===== config.mk =====
export PLATFORM = sky130hd
export DESIGN_NAME = tlca_ctrl
export DESIGN_NICKNAME = d
export VERILOG_FILES = /design/src/tlca_pkg.sv /design/src/tlca_ctrl.sv
export SDC_FILE = /design/constraint.sdc
export NUM_CORES = 1
export LEC_CHECK = 0
export BUFFER_PORTS_ARGS = -buffer_cell sky130_fd_sc_hd__buf_4
export CAP_MARGIN = 10
export CORE_MARGIN = 5
export CORE_UTILIZATION = 40
export CTS_CLUSTER_DIAMETER = 150
export DETAILED_ROUTE_END_ITERATION = 7
export GPL_TIMING_DRIVEN = 0
export PLACE_DENSITY_LB_ADDON = 0.1
export SYNTH_ARGS = -nofsm -noshare
export SYNTH_HDL_FRONTEND = slang
export SYNTH_SLANG_ARGS = --single-unit

===== constraint.sdc =====
create_clock -name clk -period 3.4 [get_ports clk]
set_input_delay 0.17 -clock clk [delete_from_list [all_inputs] [get_ports clk]]
set_output_delay 0.17 -clock clk [all_outputs]
set_load 0.02 [all_outputs]

===== src/tlca_pkg.sv =====
package tlca_pkg;

	localparam int NODES = 1024;
	localparam int JUMP_LEVELS = 10;
	localparam int NODE_W = $clog2(NODES);
	localparam int LVL_W = $clog2(JUMP_LEVELS);
	localparam int CNT_W = NODE_W + 1;
	localparam int JADDR_W = NODE_W + LVL_W;

	localparam logic [1:0] CMD_ADD = 2'd0;
	localparam logic [1:0] CMD_KILL = 2'd1;

	localparam logic [1:0] ST_QUERY = 2'd0;
	localparam logic [1:0] ST_ADDED = 2'd1;
	localparam logic [1:0] ST_KILLED = 2'd2;
	localparam logic [1:0] ST_FULL = 2'd3;

	typedef enum logic [4:0] {
		S_CLR, S_IDLE, S_DEC, S_ADD0, S_ADDW, S_KILL,
		S_QA, S_QB, S_QS, S_LJ, S_LD, S_LC, S_CHK,
		S_PA, S_PB, S_PC, S_PF, S_PG, S_DR, S_DC, S_WC, S_FIN
	} state_t;

	typedef struct packed {
		state_t op;
		logic take;
		logic load_out;
	} dp_cmd_t;

	typedef struct packed {
		logic clr_done;
		logic is_add;
		logic is_kill;
		logic full;
		logic add_last;
		logic depth_eq;
		logic lvl_zero;
		logic a_eq_b;
		logic dead;
		logic walk_go;
	} dp_stat_t;

endpackage


===== src/tlca_ctrl.sv =====
module tlca_ctrl (
	input  logic clk,
	input  logic arst_n,
	input  logic req_valid,
	output logic req_stall,
	output logic rsp_valid,
	input  logic rsp_stall,
	input  tlca_pkg::dp_stat_t stat,
	output tlca_pkg::dp_cmd_t cmd
);

	tlca_pkg::state_t state_q, state_d;
	logic rsp_valid_q;

	always_ff @(posedge clk or negedge arst_n) begin
		if (!arst_n) begin
			state_q <= tlca_pkg::S_CLR;
			rsp_valid_q <= 1'b0;
		end else begin
			state_q <= state_d;
			if (cmd.load_out) begin
				rsp_valid_q <= 1'b1;
			end else if (!rsp_stall) begin
				rsp_valid_q <= 1'b0;
			end
		end
	end

	always_comb begin
		state_d = state_q;
		case (state_q)
			tlca_pkg::S_CLR: if (stat.clr_done) state_d = tlca_pkg::S_IDLE;
			tlca_pkg::S_IDLE: if (req_valid) state_d = tlca_pkg::S_DEC;
			tlca_pkg::S_DEC: begin
				if (stat.is_add) begin
					state_d = stat.full ? tlca_pkg::S_FIN : tlca_pkg::S_ADD0;
				end else if (stat.is_kill) begin
					state_d = tlca_pkg::S_KILL;
				end else begin
					state_d = tlca_pkg::S_QA;
				end
			end
			tlca_pkg::S_ADD0: state_d = tlca_pkg::S_ADDW;
			tlca_pkg::S_ADDW: if (stat.add_last) state_d = tlca_pkg::S_FIN;
			tlca_pkg::S_KILL: state_d = tlca_pkg::S_FIN;
			tlca_pkg::S_QA: state_d = tlca_pkg::S_QB;
			tlca_pkg::S_QB: state_d = tlca_pkg::S_QS;
			tlca_pkg::S_QS: state_d = tlca_pkg::S_LJ;
			tlca_pkg::S_LJ: state_d = stat.depth_eq ? tlca_pkg::S_CHK : tlca_pkg::S_LD;
			tlca_pkg::S_LD: state_d = tlca_pkg::S_LC;
			tlca_pkg::S_LC: state_d = stat.lvl_zero ? tlca_pkg::S_CHK : tlca_pkg::S_LJ;
			tlca_pkg::S_CHK: state_d = stat.a_eq_b ? tlca_pkg::S_DR : tlca_pkg::S_PA;
			tlca_pkg::S_PA: state_d = tlca_pkg::S_PB;
			tlca_pkg::S_PB: state_d = tlca_pkg::S_PC;
			tlca_pkg::S_PC: state_d = stat.lvl_zero ? tlca_pkg::S_PF : tlca_pkg::S_PA;
			tlca_pkg::S_PF: state_d = tlca_pkg::S_PG;
			tlca_pkg::S_PG: state_d = tlca_pkg::S_DR;
			tlca_pkg::S_DR: state_d = tlca_pkg::S_DC;
			tlca_pkg::S_DC: state_d = stat.dead ? tlca_pkg::S_WC : tlca_pkg::S_FIN;
			tlca_pkg::S_WC: if (!stat.walk_go) state_d = tlca_pkg::S_FIN;
			tlca_pkg::S_FIN: if (cmd.load_out) state_d = tlca_pkg::S_IDLE;
			default: state_d = tlca_pkg::S_IDLE;
		endcase
	end

	always_comb begin
		cmd.op = state_q;
		cmd.take = (state_q == tlca_pkg::S_IDLE) && req_valid;
		cmd.load_out = (state_q == tlca_pkg::S_FIN) && (!rsp_valid_q || !rsp_stall);
		req_stall = (state_q != tlca_pkg::S_IDLE);
		rsp_valid = rsp_valid_q;
	end

endmodule


==> metrics list <==
* Antenna violations before repair: 0
- For this block, the via count after detailed routing is 886.
* CTS clock-pin slew for the worst setup and hold paths: 0.04 ns
- Global routing finished with a remaining overflow of 0.
- Count of cell types in the netlist: 46
- Area share of the largest cell type after synthesis: 0.2020
- CP Buf/Inv Count: 0
* End-of-flow core utilization: 0.5570
- Cell count after synthesis: 98
- Synthesis produced a netlist with a net count of 112.
- Insertion delay of the later-clocked pin in the worst-skew pair: 0.25 ns
- Fill cells in the final layout number 165.
* Number of global-route vias before repair: 848
- At the pin with the least slew margin, the transition time is 0.4764 ns.
- Count of standard-cell rows: 15
* TritonCTS clock tree: done
* Most frequently used flop master after synthesis: sky130_fd_sc_hd__dfrtp_1
* Pre-CTS setup slack: 1.691 ns
* Post-Place Cell Area: 939.7 um2
- Post-synthesis average cell area: 7.584 um2
- The worst pin sits at a relative slew slack of 0.6817.
- The first detailed-routing pass took 4 iterations.
- Fraction of registers with async set or reset after synthesis: 1.000
- The cell family contributing the most delay on the critical path is compound AO/OA/AOI/OAI gates.
* Run status: finished, final reports clean
- Overall routed net length: 2334 um
- Synth Register Bits: 6
- The worst register-to-register path ends at state_q[2].
- Area of the die: 0.002820 mm2
- Inserted Clock Buffers: 3
* Launch point of the worst hold path: rsp_stall
- The worst hold path belongs to the class primary input to register.
- Top-Level Pins: 23
- Type of element capturing the critical path: register
- Fin crit period: 1.754 ns
* RSZ-0062 raised after global routing: no
- After floorplanning, the core was sized to cover 0.001745 mm2.
- Measured in cells, the most critical reg-to-reg path has a length of 5.
- For this design the static power due to leakage is 0.4444 nW.
- In the routed design, unresolved DRC markers number 0.
* Antenna-violating nets left: 0
- Crit path largest cell delay: 0.46 ns
- Final number of setup-violating endpoints: 0
- Counting flops with a built-in enable in the synthesized netlist gives 0.
- Leading post-synthesis cells by instance count: sky130_fd_sc_hd__nand2_1, sky130_fd_sc_hd__o21ai_0, sky130_fd_sc_hd__a21oi_1, sky130_fd_sc_hd__dfrtp_1, sky130_fd_sc_hd__nor2_1
- Hold path endpoint: rsp_valid
- The largest total area in the synthesized netlist belongs to sky130_fd_sc_hd__dfrtp_1.
- Wire length of the first global-routing pass: 3739 um
- After synthesis, the cell types taking the most area are sky130_fd_sc_hd__dfrtp_1, sky130_fd_sc_hd__nand2_1, sky130_fd_sc_hd__o21ai_0, sky130_fd_sc_hd__a21oi_1, sky130_fd_sc_hd__nor2b_1.
* Starting DRC count in detailed routing: 31
- Number of sinks driven by the clock tree: 6
- The worst hold path passes through 3 cells.
- Dividing the detail-routed wire length by the instance count gives 15.66 um.
- Fin Hold WS: 0.1620 ns
- Critical path type: register to register
* Final max-slew violation count: 0
* Top achievable clock speed: 570.0 MHz
- The root buffer cell chosen for the clock tree is sky130_fd_sc_hd__clkbuf_4.
* Half-perimeter wire length after detailed placement: 1778 um
- The finished layout holds 149 standard cells, fillers aside.
* Worst clock skew: 0.002060 ns
- After clock tree synthesis, the repair step resized 0 gates.
- Chip Height: 53.11 um
- For flop-to-flop paths, the worst setup slack is 1.65 ns.
* Fraction of final layout cells with drive strength greater than 1: 0.3226
- In the final timing run, aggregate negative setup slack is 0 ns.
- The clock passes through at most 2 buffers.
* Cell at the slowest stage of the critical path: sky130_fd_sc_hd__dfrtp_1
- In this run the number of H-tree levels came out at 1.
- Layout Cell Area excl Fill: 972.2 um2
- Most frequently used cell type in the post-synthesis netlist: sky130_fd_sc_hd__nand2_1
* Startpoint Class: register
* Overall power consumption: 0.9883 mW
- Final worst-path cycle share: 0.5160
* Via density per instance: 5.946
* Total number of yosys warnings: 0
* R2r startpoint: state_q[3]
* Ordered list of cells on the worst path: nor2b_1 -> a32oi_1 -> o221ai_2 -> a211o_1 -> mux2_4
- Data on the critical path is required at its endpoint by 3.53 ns.
- Max-capacitance violation count: 0
- Total area of multi-input combinational cells: 524.3 um2
* Pwr/cell area: 1017 mW/mm2
- The initial utilization of the core area, before any placement, comes to 0.4258.
* Seq/Total Area, Yosys: 0.2020
* Net count reported at finish: 140
- Width of the die: 53.11 um
- Summed instance area of the synthesized netlist: 743.2 um2
- Summing all flip-flop and latch instances after layout gives 150.1 um2.
- Worst IR Drop VDD: 0.6951 mV
* Count of buffers from port buffering: 22
* CP Data Arrival Time: 1.88 ns
- Post-CTS setup repair buffer count: 0
* Gr usage total: 0.1802
- Compared with the post-synthesis result, the final layout area differs by 30.81%.
- Antenna diode count: 0
* Pin count of the biggest net entering global routing: 11
- The final number of hold-violating endpoints came to 0.
* Largest fanout on the critical path: 8
- Placed Cells incl. Taps: 145
- At the end of routability-driven placement, the weighted congestion stood at 0.8649.
* Final worst setup slack: 1.646 ns
cell usage in the layout (no fill, tap or decap), types with 2 or more instances in the layout:
cell | synthesis | layout
sky130_fd_sc_hd__buf_4 | 3 | 25
sky130_fd_sc_hd__nand2_1 | 11 | 11
sky130_fd_sc_hd__o21ai_0 | 8 | 8
sky130_fd_sc_hd__a21oi_1 | 7 | 7
sky130_fd_sc_hd__nor2_1 | 6 | 6
sky130_fd_sc_hd__dfrtp_1 | 6 | 6
sky130_fd_sc_hd__nor2b_1 | 5 | 5
sky130_fd_sc_hd__buf_2 | 4 | 4
sky130_fd_sc_hd__inv_1 | 3 | 3
sky130_fd_sc_hd__nor3_1 | 3 | 3
sky130_fd_sc_hd__clkbuf_4 | 0 | 3
sky130_fd_sc_hd__nand4_1 | 2 | 2
sky130_fd_sc_hd__nand3_1 | 2 | 2
sky130_fd_sc_hd__nand2b_1 | 2 | 2
sky130_fd_sc_hd__a32oi_1 | 2 | 2
sky130_fd_sc_hd__o32a_1 | 2 | 2
sky130_fd_sc_hd__o221ai_1 | 2 | 2
worst max path at each step:
| stage | start | endpoint | depth (start not counted) |
|---|---|---|---|
| floorplan | state_q[0] | state_q[4] | 6 |
| global route | state_q[1] | state_q[2] | 6 |
| finish | state_q[3] | state_q[2] | 5 |
| detailed placement | state_q[3] | state_q[2] | 5 |
| global placement | state_q[3] | state_q[2] | 5 |
| CTS | state_q[3] | state_q[2] | 5 |
worst register-to-register path: stages (launching register included):
cell and delay (ns):
sky130_fd_sc_hd__dfrtp_1 0.46, sky130_fd_sc_hd__nor2b_1 0.25, sky130_fd_sc_hd__a32oi_1 0.26, sky130_fd_sc_hd__o221ai_2 0.11, sky130_fd_sc_hd__a211o_1 0.29, sky130_fd_sc_hd__mux2_4 0.26
registers in the layout (all words and copies together), names as in the netlist:
| name | flops |
|---|---|
| state_q | 5 |
| rsp_valid | 1 |
area by class of cell:
cell class	count	area share
Buffer	9	0.05920
Clock buffer	3	0.02317
Inverter	3	0.01158
Multi-Input combinational cell	80	0.5393
Sequential cell	6	0.1544
Tap cell	25	0.03218
Timing Repair Buffer	23	0.1802
where the power goes:
part	switching (mW)	internal, mW	total (mW)
combinational	0.442	0.330	0.772
sequential	0.0417	0.109	0.151
clock	0.0250	0.0399	0.0648
total	0.509	0.480	0.988
cells by family (layout without fill, tap and decap cells):
kind of cell / after synthesis / count (layout) / share of synthesized area
flops: 6 / 6 / 0.2020
simple gates: 42 / 42 / 0.3165
xor+xnor: 1 / 1 / 0.01179
compound gates: 34 / 34 / 0.3283
buf+inv: 12 / 38 / 0.09258
mux: 3 / 3 / 0.04882
timing repair:
action                                 4_1_cts  5_1_grt
setup endpoints to repair                    0        0
hold buffers                                 1        0
endpoints found under the hold margin        6        0
metal layers:
layer	track usage	up-vias	routed length [um]
met5	0	-	0
met4	0.07660	0	28
met3	0.05070	4	214
met2	0.2934	45	1115
met1	0.2194	418	975
li1	-	419	-
No activity file was read; power rests on OpenSTA's default activity.
